`config.mk`:
```
export PLATFORM = sky130hd
export DESIGN_NAME = qri_div_cell
export DESIGN_NICKNAME = d
export VERILOG_FILES = /design/src/rtl/assert_macros.svh /design/src/rtl/qri_pkg.sv /design/src/rtl/qri_div_cell.sv
export SDC_FILE = /design/constraint.sdc
export NUM_CORES = 1
export LEC_CHECK = 0
export ABC_CLOCK_PERIOD_IN_PS = 1100
export BUFFER_PORTS_ARGS = -buffer_cell sky130_fd_sc_hd__buf_4
export CORE_AREA = 2 2 210 212
export DETAILED_ROUTE_END_ITERATION = 12
export DIE_AREA = 0 0 212 214
export SLEW_MARGIN = 20
export SYNTH_ARGS = -nofsm -noshare
export SYNTH_HDL_FRONTEND = slang
export SYNTH_SLANG_ARGS = --single-unit
```
`constraint.sdc`:
```
create_clock -name clk -period 1.1 [get_ports clk]
set_input_delay 0.055 -clock clk [delete_from_list [all_inputs] [get_ports clk]]
set_output_delay 0.055 -clock clk [all_outputs]
set_load 0.03 [all_outputs]
```
`src/rtl/assert_macros.svh`:
```
// Assertion macros shared by the RTL of the quadratic root block.
// No dependencies; included by files that carry concurrent checks.
`ifndef ASSERT_MACROS_SVH
`define ASSERT_MACROS_SVH

// property must hold at every clock edge outside reset
`define ASSERT_HOLDS(lbl, clk, rst_n, prop, msg) \
	lbl: assert property (@(posedge clk) disable iff (!rst_n) prop) else $error(msg);

// expression must never be true outside reset
`define ASSERT_NEVER(lbl, clk, rst_n, expr, msg) \
	lbl: assert property (@(posedge clk) disable iff (!rst_n) !(expr)) else $error(msg);

`endif

```
`src/rtl/qri_pkg.sv`:
```
// Shared constants and side-band types for the quadratic root block.
// No dependencies; imported by every module of the block.
`timescale 1ns / 1ps

package qri_pkg;

	localparam int FRAC_BITS_DEF = 16;
	localparam int Q_W           = 32;
	localparam int TDATA_IN_W    = 5 * Q_W;
	localparam int DISC_W        = 66;   // discriminant, always below 2^66
	localparam int SQ_STEPS      = DISC_W / 2;
	localparam int ROOT_W        = SQ_STEPS;
	localparam int REM_W         = ROOT_W + 2;
	localparam int SROOT_W       = ROOT_W + 1;   // after rounding
	localparam int NUM_W         = SROOT_W + 2;  // signed -b +/- sqrt
	localparam int MAG_W         = NUM_W - 1;
	localparam int DIV_W         = Q_W + 1;      // divisor 2|a|

	localparam logic signed [Q_W-1:0] Q_MAX = {1'b0, {(Q_W-1){1'b1}}};
	localparam logic signed [Q_W-1:0] Q_MIN = {1'b1, {(Q_W-1){1'b0}}};

	typedef struct packed {
		logic                  ok;
		logic                  a_neg;
		logic [Q_W-1:0]        a_mag;
		logic signed [Q_W-1:0] b;
		logic signed [Q_W-1:0] lo;
		logic signed [Q_W-1:0] hi;
	} side_t;

	typedef struct packed {
		logic                  ok;
		logic [1:0]            neg;
		logic [DIV_W-1:0]      dvsr;
		logic signed [Q_W-1:0] lo;
		logic signed [Q_W-1:0] hi;
	} div_side_t;

endpackage

```
`src/rtl/qri_div_cell.sv`:
```
// One quotient-bit step for both root dividers (restoring division).
// Depends on qri_pkg.
`timescale 1ns / 1ps

module qri_div_cell import qri_pkg::*; #(
	parameter int NW = MAG_W + FRAC_BITS_DEF + 1
) (
	input  logic                      clk,
	input  logic                      arst_n,
	input  logic                      en,
	input  logic                      in_valid,
	input  logic [1:0][DIV_W-1:0]     in_rem,
	input  logic [1:0][NW-1:0]        in_nq,
	input  div_side_t                 in_side,
	output logic                      out_valid,
	output logic [1:0][DIV_W-1:0]     out_rem,
	output logic [1:0][NW-1:0]        out_nq,
	output div_side_t                 out_side
);

	logic [1:0][DIV_W:0]   t, diff;
	logic [1:0]            take;
	logic                  valid_q;
	logic [1:0][DIV_W-1:0] rem_q;
	logic [1:0][NW-1:0]    nq_q;
	div_side_t             side_q;

	// dividend bits leave at the top of nq while quotient bits enter at the bottom
	always_comb begin
		for (int l = 0; l < 2; l++) begin
			t[l]    = {in_rem[l], in_nq[l][NW-1]};
			diff[l] = t[l] - {1'b0, in_side.dvsr};
			take[l] = (t[l] >= {1'b0, in_side.dvsr});
		end
	end

	always_ff @(posedge clk or negedge arst_n) begin
		if (!arst_n) begin
			valid_q <= 1'b0;
		end else if (en) begin
			valid_q <= in_valid;
		end
	end

	always_ff @(posedge clk) begin
		if (en) begin
			for (int l = 0; l < 2; l++) begin
				rem_q[l] <= take[l] ? diff[l][DIV_W-1:0] : t[l][DIV_W-1:0];
				nq_q[l]  <= {in_nq[l][NW-2:0], take[l]};
			end
			side_q <= in_side;
		end
	end

	assign out_valid = valid_q;
	assign out_rem   = rem_q;
	assign out_nq    = nq_q;
	assign out_side  = side_q;

endmodule

```
# --- Word level (Yosys, flattened, before mapping) ---
# Index checks and enable logic that the tools add are counted.
# Widths: inputs -> output; s select.
word_totals:
  reg_bits: 271
  output_inout_bits: 271
classes:
  mux: 2
  n_lt_le_gt_ge: 2
  add_sub_neg: 2
op_table:
  columns: ["cell", "n"]
  rows:
  - ["$ge 34x33->1", 2]
  - ["$mux 33", 2]
  - ["$sub 33x33->33", 2]

# --- Longest topological paths before layout ---
depth:
  word_depth: 2
  mapped_depth: 14
  ltp_nobuf: 13

# --- Worst setup path after synthesis ---
# Ideal clock, no wire load.
synth_timing:
  path_type: "input to register"
  from: "in in_nq[103] (netlist bit)"
  to: "reg rem_q, in the netlist out_rem[41] (data pin)"
  slack_ps: -2006
  setup_ps: 262
  t_required_ps: 838
  cell_stages: 14
  arrival_ps: 2844
  cell_sequence: "inv_1 -> ha_1 -> inv_1 -> fa_1 -> a211oi_2 -> o21ai_0 -> a21o_1 -> a41oi_2 -> o21ai_1 -> a221o_2 -> a31oi_4 -> o311ai_4 -> buf_6 -> mux2_1"
synth_between:
  elab_chain_len: 2
  word_cells_on_any_way: 3
synth_lines:
  columns: ["element", "line", "text"]
  rows:
  - ["start, declared", "qri_div_cell.sv:13", "input logic [1:0][NW-1:0] in_nq,"]
  - ["$sub 33x33->33 / $ge 34x33->1 (equally long branches)", "qri_div_cell.sv:32, qri_div_cell.sv:33", null]
  - ["$mux 33 *", "qri_div_cell.sv:48", "rem_q[l] <= take[l] ? diff[l][DIV_W-1:0] : t[l][DIV_W-1:0];"]
  - ["end signal, assigned by index", "qri_div_cell.sv:48", null]
  - ["end, declared", "qri_div_cell.sv:24", "logic [1:0][DIV_W-1:0] rem_q;"]
# Mark *: on every way between the ends. The rest lies on a longest branch, timed or not.
# A chain may end at the register's enable or synchronous reset.

# --- Final worst setup path ---
layout_timing:
  from: "in in_nq[103] (netlist bit)"
  to: "reg rem_q, in the netlist out_rem[45] (data pin)"
# The elaborated chain is that of the path after synthesis.

==> metrics <==
run status=finished, violations left; failing checks=negative setup slack; largest fanout on the critical path=16; Crit Path Class=in2reg; Seq/Total Area, Yosys=between 60% and 70%; number of synthesized flops with an enable pin=270; Crit. End Element=register; biggest area consumer among synthesized cells=edfxtp_1; Seq cells post-synth=between 200 and 300; RSZ-0062 raised after global routing=yes; Post-Place Cell Area=19,700 um^2; arrival time worst endpoint=between 2 and 3 ns; max-cap viol count=0; Slew Limit Fails=0; Nets=2,326; die extent in x=between 200 and 250 um; wire per inst=23.1 um; clk buf depth=3; Relative slew margins=just under 70%; fin crit period=between 2 and 3 ns; worst-margin pin slew=approximately 0.46 ns; root buffer cell=clkbuf_16; H-Tree Depth=2; Syn Inst Count=roughly 870; Hold WS=0.0523 ns; die height=214 um; syn_area_per_cell=14.7 um^2; Area growth, synth to finish=96.8%; setup ws final=-1.57 ns; crit start category=input pin; count of final hold-check violations=0; CTS sink count=271; layout cells sized above 1=49.4%; clk_skew=0 ns; Crit path required time=about 1.4 ns; first-pass GRT wire length=~86,000 um; Final Instance Area=between 20,000 and 30,000 um^2; synthesized area=12,700 um^2; FFs w/ async S/R, synth=0.369%; r2r startpoint=out_valid; Synth top area share=63.7%; DP Worst Slack=-2.19 ns; initial antenna violation count=17; VDD IR-drop max=1.12 mV; vias in the first global route=about 13,000; Layout fillers=3,419; library cells used by synthesis=69; largest net degree at the start of global routing=37; Finished Layout Cells=roughly 2,600; PwrDens=between 1000 and 1500 nW/um^2; row count=76; DR vias=12,016; routability-driven placement congestion ratio=~0.89; Post-Syn Nets=1,209; Vias/cell=4.62; I/O pin cnt=~550; Final Power=about 0.036 W; post-route ant nets=0; initial DRC count=about 740; period utilization=242%; Worst Min Path Start=in_nq[51]; Clock Latency Late Sink=around 0.54 ns; largest cells by area after synthesis=edfxtp_1 (64%), ha_1 (6.5%), mux2_4 (3.1%); crit path launch=in_nq[103]; die area=between 40,000 and 50,000 um^2; f_max=about 380 MHz; TritonCTS buffer count=34; Remaining Overflow, GRT=0; Inst Count DP=2,235; DRT Wirelength=around 60,000 um; Tot GR Track Use=between 20 and 30%; drt pass-1 iters=5; Core Region=around 43,000 um^2; predominant post-synthesis flop cell=edfxtp_1; CTS tree=done; final setup vio count=339; Initial Utilization=between 20% and 30%; Clock Pin Slew Worst Setup and Hold Paths=~0.05 ns; DRC violations left=0; DP HPWL=44,800 um; Pleak=about 11 nW; HP Class=in2reg; PortBufs=around 540; warnings from Yosys=0
==> Yosys cell counts (3+ instances only) <==
library cell,instances
edfxtp_1,270
ha_1,66
inv_1,52
a21oi_1,44
nand2_1,39
xnor2_1,34
a21o_1,31
nor2_1,30
o21ai_0,29
mux2_4,26
mux2_2,25
xor2_1,25
nand4_1,18
mux2_1,12
nand3_1,12
nor3_1,12
o21bai_1,11
a211oi_1,9
clkbuf_1,9
nor2b_1,8
a31oi_1,7
o21a_1,7
and3_1,6
buf_6,6
nand2b_1,6
buf_2,5
o211ai_1,5
and2_1,4
a221oi_1,3
a311oi_1,3
mux2i_1,3
nor4b_1,3
o2111ai_1,3
==> what timing repair did <==
| item | in CTS | in global routing |
|---|---|---|
| endpoints found under the hold margin | 286 | 0 |
| endpoints found under the setup margin | 339 | 339 |
| hold buffers | 273 | 0 |
| gates resized for setup | 311 | 11 |
| pin swaps | 7 | 2 |
| gates cloned | 3 | 0 |
| buffers inserted | 20 | 3 |
==> critical path: stages <==
cell and delay (ns):
buf_12 0.11, inv_12 0.04, ha_4 0.15, inv_4 0.04, fa_2 0.39, a211oi_2 0.27
o21ai_2 0.10, a21o_1 0.20, a41oi_2 0.20, o21ai_2 0.10, a221o_2 0.40, a31oi_4 0.21
o311ai_4 0.16, buf_12 0.19, mux2_4 0.30
==> registers in the layout, summed over array words and instances (netlist names) <==
signal / count
out_side: 100
out_nq: 104
out_valid: 1
out_rem: 66
==> area by class of cell <==
cell class	instances	area, um^2	area share, %
clock inverters	16	206	0.824
repair buffers	1102	10300	41.0
inverters	52	244	0.974
multi-input cells	523	4540	18.1
clock buffers	42	902	3.60
diodes	10	25.0	0.0999
well taps	585	732	2.92
flip-flops and latches	271	8130	32.5
==> power breakdown <==
| part | internal, W | switching [W] |
|---|---|---|
| Clock | 0.00679 | 0.00462 |
| Combinational | 0.00581 | 0.00551 |
| Sequential | 0.0126 | 0.000582 |
==> placed cells by master, fill, tap and decap left out, drive strengths merged, types with 4 or more instances in the layout <==
master,count
a211oi,10
and3,6
nor2b,8
clkinv,11
xnor2,34
a221oi,4
inv,51
a21oi,44
o211ai,5
a31oi,9
dlygate4sd3,273
nand2b,6
and2,5
xor2,25
nand2,39
ha,66
nand3,12
edfxtp,270
bufinv,4
o21bai,11
a21o,32
nor2,30
buf,829
o21ai,32
o21a,8
mux2,63
nand4,18
nor3,12
clkbuf,42
diode,10
==> final timing paths <==
path | to | slack [ns] | depth (start not counted)
setup reg to reg | out_valid | 0.34 | 1
setup / recovery | out_rem[45] | -1.57 | 15
min in group asynchronous | out_valid | 0.37 | 3
hold / removal | out_rem[0] | 0.05 | 4
hold reg to reg | out_valid | 0.54 | 1
max in group asynchronous | out_valid | 0.62 | 3
==> metal layers <==
layer,up-vias,track usage [%],share of wire (%)
li1,5585,-,-
met1,5890,30.1,39
met4,16,9.93,3.6
met3,103,7.13,6.9
met5,-,0,0.19
met2,422,45.3,50
==> logic make-up after synthesis <==
| logic type | share of synthesized area (%) |
|---|---|
| XOR/XNOR | 4.06 |
| AND/OR/NAND/NOR | 5.91 |
| flip-flops | 63.9 |
| buffers and inverters | 2.58 |
| AO/OA/AOI/OAI | 10.2 |
| adder cells (fa/ha/maj) | 6.80 |
| multiplexers | 6.57 |
==> per-stage QoR <==
step	setup TNS (ns)	util, %
floorplan	-120.21	-
detailed placement	-140.89	46.0
global placement	-137.75	46.0
finish	-112.90	58.4
CTS	-119.49	58.2
global route	-128.64	58.4
(Power assumes the default switching activity.)
