<file path="config.mk">
export PLATFORM = sky130hd
export DESIGN_NAME = qri_sqrt_cell
export DESIGN_NICKNAME = d
export VERILOG_FILES = /design/src/rtl/assert_macros.svh /design/src/rtl/qri_pkg.sv /design/src/rtl/qri_sqrt_cell.sv
export SDC_FILE = /design/constraint.sdc
export NUM_CORES = 1
export LEC_CHECK = 0
export ABC_CLOCK_PERIOD_IN_PS = 1200
export BUFFER_PORTS_ARGS = -buffer_cell sky130_fd_sc_hd__buf_2
export CAP_MARGIN = 15
export CORE_AREA = 2 2 205 207
export CTS_CLUSTER_SIZE = 25
export DETAILED_ROUTE_END_ITERATION = 7
export DIE_AREA = 0 0 207 209
export GPL_ROUTABILITY_DRIVEN = 0
export SYNTH_ARGS = -nofsm -noshare
export SYNTH_HDL_FRONTEND = slang
export SYNTH_SLANG_ARGS = --single-unit
</file>
<file path="constraint.sdc">
create_clock -name clk -period 1.2 [get_ports clk]
set_input_delay 0.24 -clock clk [delete_from_list [all_inputs] [get_ports clk]]
set_output_delay 0.24 -clock clk [all_outputs]
set_load 0.1 [all_outputs]
</file>
<file path="src/rtl/assert_macros.svh">
// Assertion macros shared by the RTL of the quadratic root block.
// No dependencies; included by files that carry concurrent checks.
`ifndef ASSERT_MACROS_SVH
`define ASSERT_MACROS_SVH

// property must hold at every clock edge outside reset
`define ASSERT_HOLDS(lbl, clk, rst_n, prop, msg) \
	lbl: assert property (@(posedge clk) disable iff (!rst_n) prop) else $error(msg);

// expression must never be true outside reset
`define ASSERT_NEVER(lbl, clk, rst_n, expr, msg) \
	lbl: assert property (@(posedge clk) disable iff (!rst_n) !(expr)) else $error(msg);

`endif

</file>
<file path="src/rtl/qri_pkg.sv">
// Shared constants and side-band types for the quadratic root block.
// No dependencies; imported by every module of the block.
`timescale 1ns / 1ps

package qri_pkg;

	localparam int FRAC_BITS_DEF = 16;
	localparam int Q_W           = 32;
	localparam int TDATA_IN_W    = 5 * Q_W;
	localparam int DISC_W        = 66;   // discriminant, always below 2^66
	localparam int SQ_STEPS      = DISC_W / 2;
	localparam int ROOT_W        = SQ_STEPS;
	localparam int REM_W         = ROOT_W + 2;
	localparam int SROOT_W       = ROOT_W + 1;   // after rounding
	localparam int NUM_W         = SROOT_W + 2;  // signed -b +/- sqrt
	localparam int MAG_W         = NUM_W - 1;
	localparam int DIV_W         = Q_W + 1;      // divisor 2|a|

	localparam logic signed [Q_W-1:0] Q_MAX = {1'b0, {(Q_W-1){1'b1}}};
	localparam logic signed [Q_W-1:0] Q_MIN = {1'b1, {(Q_W-1){1'b0}}};

	typedef struct packed {
		logic                  ok;
		logic                  a_neg;
		logic [Q_W-1:0]        a_mag;
		logic signed [Q_W-1:0] b;
		logic signed [Q_W-1:0] lo;
		logic signed [Q_W-1:0] hi;
	} side_t;

	typedef struct packed {
		logic                  ok;
		logic [1:0]            neg;
		logic [DIV_W-1:0]      dvsr;
		logic signed [Q_W-1:0] lo;
		logic signed [Q_W-1:0] hi;
	} div_side_t;

endpackage

</file>
<file path="src/rtl/qri_sqrt_cell.sv">
// One digit step of the integer square root chain.
// Depends on qri_pkg.
`timescale 1ns / 1ps

module qri_sqrt_cell import qri_pkg::*; (
	input  logic              clk,
	input  logic              arst_n,
	input  logic              en,
	input  logic              in_valid,
	input  logic [DISC_W-1:0] in_rad,
	input  logic [ROOT_W-1:0] in_root,
	input  logic [REM_W-1:0]  in_rem,
	input  side_t             in_side,
	output logic              out_valid,
	output logic [DISC_W-1:0] out_rad,
	output logic [ROOT_W-1:0] out_root,
	output logic [REM_W-1:0]  out_rem,
	output side_t             out_side
);

	logic [REM_W+1:0] t, trial, diff;
	logic             take;
	logic             valid_q;
	logic [DISC_W-1:0] rad_q;
	logic [ROOT_W-1:0] root_q;
	logic [REM_W-1:0]  rem_q;
	side_t             side_q;

	always_comb begin
		t     = {in_rem, in_rad[DISC_W-1 -: 2]};
		trial = {2'b00, in_root, 2'b01};
		diff  = t - trial;
		take  = (t >= trial);
	end

	always_ff @(posedge clk or negedge arst_n) begin
		if (!arst_n) begin
			valid_q <= 1'b0;
		end else if (en) begin
			valid_q <= in_valid;
		end
	end

	always_ff @(posedge clk) begin
		if (en) begin
			rad_q  <= {in_rad[DISC_W-3:0], 2'b00};
			root_q <= {in_root[ROOT_W-2:0], take};
			rem_q  <= take ? diff[REM_W-1:0] : t[REM_W-1:0];
			side_q <= in_side;
		end
	end

	assign out_valid = valid_q;
	assign out_rad   = rad_q;
	assign out_root  = root_q;
	assign out_rem   = rem_q;
	assign out_side  = side_q;

endmodule

</file>
==> After elaboration in Yosys (flattened, before gate mapping) <==
Index checks and enable logic that the tools add are counted.
{ "word_totals": {"word_cells": 13, "latch_bits": 0, "ram_bits": 0, "mem_count": 0, "out_inout_bits": 265, "mem_bits_ro": 0, "regBits": 263, "inputBits": 268} }
{ "op_classes": {"multipliers": 0, "n_addsub": 1, "n_eq_ne": 0, "bitwise": 0, "magnitude_cmp": 1, "reduce_logical": 0, "n_mux": 1, "shifts": 0, "n_div": 0} }
{ "ops": {"columns": ["cell", "count"], "rows": [
  ["$ge 37x35->1", 1],
  ["$mux 35", 1],
  ["$sub 35x35->35", 1]
]} }

==> Longest topological paths before layout <==
Gate-level depths: netlist of the first run.
{ "depth": {"depth_word": 2, "depth_mapped": 13, "ltp_nobuf": 10} }

==> Least setup slack after synthesis of the first run <==
Ideal clock, no wire load.
{ "synth_path": {"kind": "input port to flip-flop", "from": "input port in_root[4]", "to": "register rem_q[10], in the netlist out_rem[10], data pin", "arrival_time_ns": 2.566, "setup_time_ns": 0.260, "path_stages": 12, "slack_ns": -1.626, "n_path_buf": 2, "t_required_ns": 0.940, "path_cell_list": "inv_1 ha_1 o21a_1 o211ai_2 a311oi_1 nor4_2 a2111oi_2 o21a_2 o211a_1 buf_6 buf_12 mux2_4"} }
{ "synth_between": {"elab_chain_len": 2, "word_cells_on_any_way": 3, "classes_between": "1 x add/sub; 1 x order compare; 1 x mux"} }
{ "synth_rtl": {"columns": ["item", "line_no", "text"], "rows": [
  ["start: declaration", "qri_sqrt_cell.sv:11", "input logic [ROOT_W-1:0] in_root,"],
  ["$sub 35x35->35 or $ge 37x35->1 (tied branches)", "qri_sqrt_cell.sv:32, qri_sqrt_cell.sv:33", null],
  ["$mux 35 (*)", "qri_sqrt_cell.sv:48", "rem_q <= take ? diff[REM_W-1:0] : t[REM_W-1:0];"],
  ["end signal: assignment", "qri_sqrt_cell.sv:48", null],
  ["end: declaration", "qri_sqrt_cell.sv:26", "logic [REM_W-1:0] rem_q;"]
]} }
Every way passes the cells marked *; elsewhere a longest branch is shown, timed or not.
A chain may end at the register's enable or synchronous reset.

==> Worst setup path after layout of the first run <==
{ "layout_path": {"from": "input port in_root[0]", "to": "register rem_q[10], in the netlist out_rem[10], data pin"} }
The elaborated chain is that of the path after synthesis.

==> results.sh, run 1 <==
export IMPL_status="finished with violations"
export IMPL_violations="negative setup slack"
export IMPL_viasPerCell=4.455
export IMPL_placed_cell_area_mm2=0.01907
export IMPL_static_leakage_power_nw=9.876
export IMPL_slew_viol_final=0
export IMPL_cts_buffer_depth=3
export IMPL_ant_nets=0
export IMPL_ys_warnings_count=0
export IMPL_vias=9503
export IMPL_antenna_found_initial=10
export IMPL_arrival_ns=2.61
export IMPL_drive_gt1_frac=0.5264
export IMPL_crit_required_ns=1.48
export IMPL_cts_tree="built"
export IMPL_layout_nets=1867
export IMPL_grt_pass1_wl_um=67670
export IMPL_setup_violations=299
export IMPL_async_flop_share=0.003802
export IMPL_cts_sinks=263
export IMPL_drc=0
export IMPL_min_period_ns=2.333
export IMPL_synth_seq_area_share=0.7470
export IMPL_dr_pass1_iters=4
export IMPL_worstPathMaxFanout=6
export IMPL_crit_chain="buf_12, inv_12, ha_4, o21a_1, o211ai_2, a311oi_2, nor4_4, a2111oi_4, o21a_2, o211a_4, buf_12, clkbuf_16, mux2_4"
export IMPL_num_rows=75
export IMPL_grt_max_degree=63
export IMPL_areaGrowthSynthToFinish_pct=117.2
export IMPL_die_area_mm2=0.04326
export IMPL_drt_iter0_markers=495
export IMPL_grt_pass1_vias=10250
export IMPL_htreeDepth=2
export IMPL_clock_fmax_ghz=0.4286
export IMPL_fill_cells=3174
export IMPL_io_buffers=530
export IMPL_synthesis_area_mm2=0.01057
export IMPL_synth_largest_area_cell="edfxtp_1"
export IMPL_clk_pin_slew_ns=0.06
export IMPL_rsz0062_at_grt="yes"
export IMPL_crit_top_cell="buf_12"
export IMPL_synth_seq_cells=263
export IMPL_slowest_delay_ns=0.29
export IMPL_root_buffer="clkbuf_16"
export IMPL_finalSetupTns_ns=-86.14
export IMPL_overflow=0
export IMPL_fin_ws_ns=-1.133
export IMPL_synth_avg_cell_area_um2=17.04
export IMPL_synth_cell_types=58
export IMPL_endpoint_kind="flop"
export IMPL_coreArea_mm2=0.04129
export IMPL_critPathLaunchType="primary input"
export IMPL_routedWlPerCell_um=21.74
export IMPL_drv_cap=0
export IMPL_synth_edf_count=262
export IMPL_powerDensity_mw_per_mm2=1552
export IMPL_fin_area_mm2=0.02295
export IMPL_ys_flop_type="edfxtp_1"
export IMPL_start_util=0.2559
export IMPL_crit_path_top_delay_cell="mux2_4"
export IMPL_place_hpwl_um=32710
export IMPL_grt_util_all_layers=0.2095
export IMPL_cts_buffers=35
export IMPL_fp_dieW_um=207
export IMPL_synth_top_cell_area_share=0.7446
export IMPL_crit_type="in -> reg"
export IMPL_min_path_type="in -> reg"
export IMPL_final_core_util=0.5558
export IMPL_yosys_top_cells_area="edfxtp_1 74%, ha_1 4.1%, mux2_4 3.6%"
export IMPL_insertion_delay_ns=0.52
export IMPL_die_h_um=209
export IMPL_wl_um=46370
export IMPL_irDropWorstVdd_mv=1.248
export IMPL_skew_ns=0
export IMPL_pin_count=533
export IMPL_hold_viol_final=0
export IMPL_synthCells=620
export IMPL_min_period_over_period=1.944
==> worst max-delay path, delay by kind of cell <==
family                   cells  cell delay (ns)
AND/OR/NAND/NOR              1             0.28
multiplexers                 1             0.29
adder cells (fa/ha/maj)      1             0.23
AO/OA/AOI/OAI                6             1.15
buffers and inverters        4             0.41
==> path summary, 6_finish.rpt <==
kind	from	cells past startpoint	to	slack [ns]
worst max-delay path	in_root[0]	13	out_rem[10]$_DFFE_PP_	-1.13
worst min-delay path	in_rem[32]	2	out_rem[34]$_DFFE_PP_	0.03
worst max register to register	out_valid$_DFFE_PN0P_	1	out_valid$_DFFE_PN0P_	0.41
worst min register to register	out_valid$_DFFE_PN0P_	1	out_valid$_DFFE_PN0P_	0.56
max in group asynchronous	arst_n	3	out_valid$_DFFE_PN0P_	0.43
min in group asynchronous	arst_n	3	out_valid$_DFFE_PN0P_	0.63
==> synthesized netlist by cell type, types with 2 or more instances <==
cell type	n
edfxtp_1	262
inv_1	41
ha_1	35
a21oi_1	30
a21o_1	26
mux2_4	25
nand2_1	25
nor2_1	22
xnor2_1	19
xor2_1	14
o21ai_0	12
clkbuf_1	10
nand3_1	9
nand4_1	8
mux2_2	7
and3_1	4
nor2b_1	4
o221ai_1	4
a31o_2	3
buf_12	3
mux2i_1	3
o21a_1	3
o21bai_1	3
a2111oi_2	2
a211oi_1	2
a311oi_1	2
a31oi_1	2
buf_4	2
nand2b_1	2
nor3_1	2
nor4_1	2
o211ai_2	2
o31a_1	2
or2_2	2
or3_1	2
or4_1	2
==> through the flow <==
stage | hold WS, ns | std cells | total power [mW] | setup slack, ns
2_1_floorplan | -0.05559 | 621 | 19.12 | -1.412
3_3_place_gp | 0.03300 | 1817 | 24.64 | -1.722
3_5_place_dp | 0.03461 | 1817 | 24.74 | -1.784
4_1_cts | 0.0009587 | 2122 | 35.72 | -1.102
5_1_grt | 0.01313 | 2132 | 36.66 | -1.196
6_report | 0.03495 | 2133 | 35.63 | -1.133
==> placed cells by master, fill, tap and decap left out, types with 4 or more instances in the layout <==
| cell | Yosys | layout |
|---|---|---|
| buf_4 | 2 | 145 |
| inv_1 | 41 | 34 |
| buf_12 | 3 | 274 |
| mux2_4 | 25 | 28 |
| xnor2_1 | 19 | 19 |
| clkinv_1 | 0 | 5 |
| ha_4 | 0 | 13 |
| a21oi_1 | 30 | 22 |
| a21o_1 | 26 | 26 |
| ha_2 | 0 | 5 |
| nor2_1 | 22 | 22 |
| buf_6 | 1 | 7 |
| nand3_1 | 9 | 8 |
| buf_2 | 1 | 261 |
| dlygate4sd3_1 | 0 | 233 |
| o21ai_0 | 12 | 10 |
| inv_2 | 0 | 4 |
| nand4_1 | 8 | 8 |
| clkinv_2 | 0 | 9 |
| clkbuf_1 | 10 | 4 |
| mux2_2 | 7 | 4 |
| ha_1 | 35 | 17 |
| xor2_1 | 14 | 14 |
| diode_2 | 0 | 6 |
| nand2_1 | 25 | 25 |
| edfxtp_1 | 262 | 262 |
| clkbuf_16 | 0 | 37 |
| a21oi_2 | 0 | 8 |
==> routing by layer <==
layer / vias to the layer above / global-route usage / wire length, um
li1: 4277 / - / -
met3: 105 / 0.06041 / 3109
met4: 10 / 0.09532 / 2050
met5: - / 0 / 58
met1: 4712 / 0.2268 / 16890
met2: 399 / 0.3780 / 24260
==> report_power, final <==
group          switching [mW]  internal [mW]
sequential              0.742           11.2
clock                    4.14           5.93
combinational            8.27           5.39
total                    13.1           22.5
==> flip-flops by register name, indices dropped and copies added (netlist names) <==
signal and count:
out_side 130, out_rad 64, out_rem 35, out_root 33, out_valid 1
==> kinds of logic (layout without fill, tap and decap cells) <==
| kind of cell | Yosys count | count (layout) | share of synthesized area |
|---|---|---|---|
| AO/OA/AOI/OAI | 107 | 107 | 0.07081 |
| XOR/XNOR | 33 | 33 | 0.02735 |
| adder cells (fa/ha/maj) | 35 | 35 | 0.04144 |
| buffers and inverters | 59 | 1026 | 0.02712 |
| flip-flops | 263 | 263 | 0.7470 |
| multiplexers | 35 | 35 | 0.04583 |
| other | 1 | 8 | 0.0003549 |
| AND/OR/NAND/NOR | 87 | 87 | 0.04014 |
==> final cells by class <==
class                           count  area (um^2)  area share
Antenna cell                        6        15.01   0.0006542
Clock buffer                       40        915.9     0.03991
Clock inverter                     21        173.9    0.007578
Inverter                           41        176.4    0.007687
Multi-Input combinational cell    299         2746      0.1197
Sequential cell                   263         7894      0.3440
Tap cell                          539        674.4     0.02939
Timing Repair Buffer              924        10350      0.4512
==> timing repair <==
action | 4_1_cts | 5_1_grt
gates resized for setup | 40 | 17
setup buffers | 12 | 7
gates cloned | 1 | 1
pin swaps | 7 | 9
endpoints found under the setup margin | 299 | 299
hold endpoints to repair | 232 | 0
hold buffers | 233 | 0
No activity file was read; power rests on OpenSTA's default activity.
==> run 2: changes to the inputs <==
Settings changed: ABC_CLOCK_PERIOD_IN_PS 1200 to 2700, CORE_AREA 2 2 205 207 to 2 2 209 211, DIE_AREA 0 0 207 209 to 0 0 211 213, RECOVER_POWER from default to 25.
Clock period 1.2 ns to 2.7 ns, I/O delays scaled along.
==> results.sh, run 2 (same netlist as run 1, synthesis figures left out) <==
export IMPL_ant_nets=0
export IMPL_areaGrowthSynthToFinish_pct=53.61
export IMPL_clock_fmax_ghz=0.3629
export IMPL_status="finished with violations"
export IMPL_finalSetupTns_ns=-0.7413
export IMPL_min_path_type="in -> reg"
export IMPL_skew_ns=0
export IMPL_vias=8133
export IMPL_cts_sinks=263
export IMPL_cts_tree="built"
export IMPL_min_path_cells=1
export IMPL_arrival_ns=3.08
export IMPL_drt_iter0_markers=426
export IMPL_root_buffer="clkbuf_16"
export IMPL_die_area_mm2=0.04494
export IMPL_crit_required_ns=3.03
export IMPL_fill_cells=4138
export IMPL_final_common_cell="buf_2"
export IMPL_layout_nets=1609
export IMPL_antenna_found_initial=16
export IMPL_dr_pass1_iters=4
export IMPL_wl_um=39960
export IMPL_fp_dieW_um=211
export IMPL_place_inst=1802
export IMPL_slew_headroom=0.6105
export IMPL_drive_gt1_frac=0.5907
export IMPL_num_rows=76
export IMPL_grt_util_all_layers=0.1639
export IMPL_final_core_util=0.3801
export IMPL_grt_pass1_wl_um=53640
export IMPL_routedWlPerCell_um=21.23
export IMPL_die_h_um=213
export IMPL_irDropWorstVdd_mv=0.5568
export IMPL_drc=0
export IMPL_coreArea_mm2=0.04270
export IMPL_min_period_over_period=1.021
export IMPL_pre_cts_slack_ns=-0.5818
export IMPL_multi_input_area_mm2=0.002618
export IMPL_cts_buffers=31
export IMPL_drv_cap=0
export IMPL_p_total_mw=13.72
export IMPL_powerDensity_mw_per_mm2=845.6
export IMPL_seqCellArea_mm2=0.007893
export IMPL_place_hpwl_um=31530
export IMPL_layout_common_cells="526 x buf_2, 262 x edfxtp_1, 127 x buf_4"
export IMPL_placed_cell_area_mm2=0.01487
export IMPL_violations="negative setup slack"
export IMPL_worstPathMaxFanout=6
export IMPL_io_buffers=530
export IMPL_insertion_delay_ns=0.56
export IMPL_min_period_ns=2.755
export IMPL_rsz0062_at_grt="yes"
export IMPL_fin_ws_ns=-0.05548
export IMPL_setup_violations=24
export IMPL_grt_max_degree=59
export IMPL_whs_ns=0.1345
export IMPL_endpoint_kind="flop"
export IMPL_viasPerCell=4.321
export IMPL_cts_buffer_depth=3
export IMPL_overflow=0
export IMPL_htreeDepth=1
export IMPL_static_leakage_power_nw=7.274
export IMPL_tightestPinTransition_ns=0.5883
export IMPL_ff2ff_path_depth=1
export IMPL_critPathLaunchType="primary input"
export IMPL_fin_area_mm2=0.01623
export IMPL_hold_viol_final=0
export IMPL_slew_viol_final=0
export IMPL_stdcell_count=1882
export IMPL_start_util=0.2475
export IMPL_largest_reg_flops=130
export IMPL_pin_count=533
export IMPL_clk_pin_slew_ns=0.06
export IMPL_crit_type="in -> reg"
export IMPL_grt_pass1_vias=8186
## run 2: changes by cell type in the layout (fill, tap and decap cells not counted), moves of 7 or more
cell and delta:
dlygate4sd3_1 -232, ha_1 +9, a21oi_2 -7, buf_4 -18
buf_12 -269, clkinv_2 -7, buf_2 +265
## run 2: path summary, 6_finish.rpt
path                                       start                endpoint  slack [ns]
min in group asynchronous                 arst_n   out_valid$_DFFE_PN0P_        0.28
max reg2reg                out_valid$_DFFE_PN0P_   out_valid$_DFFE_PN0P_        1.96
max in group asynchronous                 arst_n   out_valid$_DFFE_PN0P_        2.34
min                                  in_side[70]  out_side[70]$_DFFE_PP_        0.13
min reg2reg                out_valid$_DFFE_PN0P_   out_valid$_DFFE_PN0P_        0.51
max                                    in_rem[0]   out_rem[32]$_DFFE_PP_       -0.06
## run 2: routing by layer
layer,up-vias,part of all wire,global-route usage,wire (um)
li1,3754,-,-,-
met5,-,0.0025,0,100
met4,14,0.028,0.05197,1131
met3,79,0.085,0.05442,3400
met1,3958,0.37,0.1799,14630
met2,328,0.52,0.2980,20700
## run 2: area by class of cell
cell class                      instances  share of cell area
Antenna cell                            7            0.001079
Clock buffer                           33             0.04826
Clock inverter                         23             0.01295
Inverter                               41             0.01010
Multi-Input combinational cell        299              0.1613
Sequential cell                       263              0.4863
Tap cell                              546             0.04209
Timing Repair Buffer                  670              0.2380
## run 2: critical path, stage by stage
cell	delay, ns
buf_2	0.12
ha_4	0.25
o21a_1	0.13
o211ai_2	0.20
a311oi_2	0.15
nor4_4	0.43
a2111oi_4	0.13
o21a_2	0.24
o211a_4	0.28
clkbuf_16	0.17
buf_8	0.14
mux2_4	0.29
## run 2: repair_timing
action	CTS	global route
hold buffers	1	0
gates resized for setup	0	35
setup endpoints to repair	0	31
setup buffers	0	14
endpoints found under the hold margin	1	0
## run 2: power by group
group,internal [mW],switching (mW)
Combinational,1.00,3.54
Sequential,4.94,0.109
Clock,2.38,1.75
==> run 3: changes to the inputs <==
--- a/config.mk
+++ b/config.mk
@@ -15,2 +15,3 @@
 export GPL_ROUTABILITY_DRIVEN = 0
+export PLACE_DENSITY_LB_ADDON = 0.15
 export RECOVER_POWER = 25
==> constraint.sdc (replaced) <==
create_clock -name clk -period 2.7 [get_ports clk]
set_input_delay 0.27 -clock clk [delete_from_list [all_inputs] [get_ports clk]]
set_output_delay 0.27 -clock clk [all_outputs]
set_load 0.1 [all_outputs]
==> results.sh, run 3 (same netlist as run 1, synthesis figures left out) <==
export IMPL_status="finished with violations"
export IMPL_violations="max-capacitance violations, max-slew violations"
export IMPL_wl_um=39100
export IMPL_htreeDepth=1
export IMPL_hold_viol_final=0
export IMPL_fill_cells=4030
export IMPL_ant_nets=0
export IMPL_cts_tree="built"
export IMPL_grt_max_degree=70
export IMPL_dr_pass1_iters=5
export IMPL_drive_gt1_frac=0.4876
export IMPL_drc=0
export IMPL_final_core_util=0.4311
export IMPL_min_period_ns=2.684
export IMPL_powerDensity_mw_per_mm2=747.1
export IMPL_min_path_type="in -> reg"
export IMPL_rsz0062_at_grt="no"
export IMPL_fin_ws_ns=0.01607
export IMPL_viasPerCell=4.170
export IMPL_worstHoldStart="in_rem[20]"
export IMPL_finalSetupTns_ns=0
export IMPL_fp_dieW_um=211
export IMPL_slew_headroom=-0.4675
export IMPL_routedWlPerCell_um=18.43
export IMPL_largest_reg_flops=130
export IMPL_setup_violations=0
export IMPL_min_path_cells=2
export IMPL_place_inst=1820
export IMPL_critPathLaunchType="primary input"
export IMPL_arrival_ns=2.99
export IMPL_overflow=0
export IMPL_layout_common_cells="515 x buf_2, 262 x edfxtp_1, 238 x dlygate4sd3_1"
export IMPL_regToRegStartpoint="out_valid$_DFFE_PN0P_"
export IMPL_static_leakage_power_nw=8.215
export IMPL_areaGrowthSynthToFinish_pct=74.21
export IMPL_insertion_delay_ns=0.55
export IMPL_min_to="out_rem[22]$_DFFE_PP_"
export IMPL_slew_viol_final=66
export IMPL_skew_ns=0
export IMPL_final_common_cell="buf_2"
export IMPL_cts_buffers=31
export IMPL_grt_pass1_vias=9186
export IMPL_endpoint_kind="flop"
export IMPL_min_period_over_period=0.9940
export IMPL_num_rows=76
export IMPL_die_h_um=213
export IMPL_grt_pass1_wl_um=55310
export IMPL_cts_sinks=263
export IMPL_io_buffers=530
export IMPL_cts_buffer_depth=3
export IMPL_pre_cts_slack_ns=-0.3698
export IMPL_regToRegSetupSlack_ns=1.94
export IMPL_die_area_mm2=0.04494
export IMPL_crit_type="in -> reg"
export IMPL_antenna_found_initial=10
export IMPL_worstPathMaxFanout=6
export IMPL_coreArea_mm2=0.04270
export IMPL_drt_iter0_markers=381
export IMPL_r2r_end="out_valid$_DFFE_PN0P_"
export IMPL_start_util=0.2475
export IMPL_clock_fmax_ghz=0.3726
export IMPL_tightestPinTransition_ns=2.201
export IMPL_ff2ff_path_depth=1
export IMPL_layout_nets=1848
export IMPL_clk_pin_slew_ns=0.06
export IMPL_vias=8844
export IMPL_pin_count=533
export IMPL_root_buffer="clkbuf_16"
export IMPL_drv_cap=1
export IMPL_crit_required_ns=3.01
export IMPL_place_hpwl_um=29850
export IMPL_irDropWorstVdd_mv=0.4309
export IMPL_grt_util_all_layers=0.1638
export IMPL_stdcell_count=2121
export IMPL_p_total_mw=13.75
-- run 3: how the worst max path moves through the flow --
stage                start                     to  slack, ns  depth (start not counted)
4_1_cts        in_root[17]  out_rem[28]$_DFFE_PP_     0.0009                         15
3_3_place_gp    in_root[0]  out_rem[24]$_DFFE_PP_      -0.35                         12
6_report       in_root[31]  out_rem[31]$_DFFE_PP_       0.02                         10
5_1_grt        in_root[17]  out_rem[28]$_DFFE_PP_       0.01                         15
2_1_floorplan  in_root[12]  out_rem[10]$_DFFE_PP_      0.006                         13
3_5_place_dp    in_root[0]  out_rem[22]$_DFFE_PP_      -0.37                         12
-- run 3: where the power goes --
group          leakage (nW)  switching [mW]  total (mW)  internal (mW)
clock network         0.463            1.67        3.96           2.29
registers              2.58          0.0950        5.03           4.94
logic                  5.18            3.56        4.76           1.20
-- run 3: routing by layer --
metal | vias up | routed length, um | track usage
met4 | 6 | 1025 | 0.05245
met1 | 4243 | 14950 | 0.1840
met2 | 308 | 20380 | 0.3001
li1 | 4229 | - | -
met3 | 58 | 2700 | 0.04457
met5 | - | 33 | 0
-- run 3: cell type report --
type                    instances  area [um^2]  share of cell area
well taps                     546        683.2             0.03711
clock inverters                18        152.6            0.008293
multi-input cells             299         2501              0.1359
clock buffers                  37        798.3             0.04337
flip-flops and latches        263         7893              0.4288
diodes                          8        20.02            0.001088
inverters                      41        153.9            0.008361
repair buffers                909         6206              0.3371
-- run 3: timing repair --
action | 4_1_cts | 5_1_grt
hold endpoints to repair | 237 | 0
gates resized for setup | 0 | 8
hold buffers | 238 | 0
endpoints found under the setup margin | 0 | 31
setup buffers | 0 | 0
-- run 3: through the flow --
step / hold WS, ns / cell area (um^2)
2_1_floorplan: -0.02559 / 10640
3_3_place_gp: 0.04639 / 14990
3_5_place_dp: 0.04610 / 14990
4_1_cts: 0.001050 / 18320
5_1_grt: 0.01424 / 18400
6_report: 0.03859 / 18410
-- run 3: critical path, cell delays in order --
cell           delay [ns]
dlygate4sd3_1        0.52
buf_2                0.11
inv_1                0.04
ha_1                 0.19
or4_1                0.56
a21o_1               0.20
or2_2                0.31
o211a_4              0.31
clkbuf_16            0.19
mux2_4               0.29
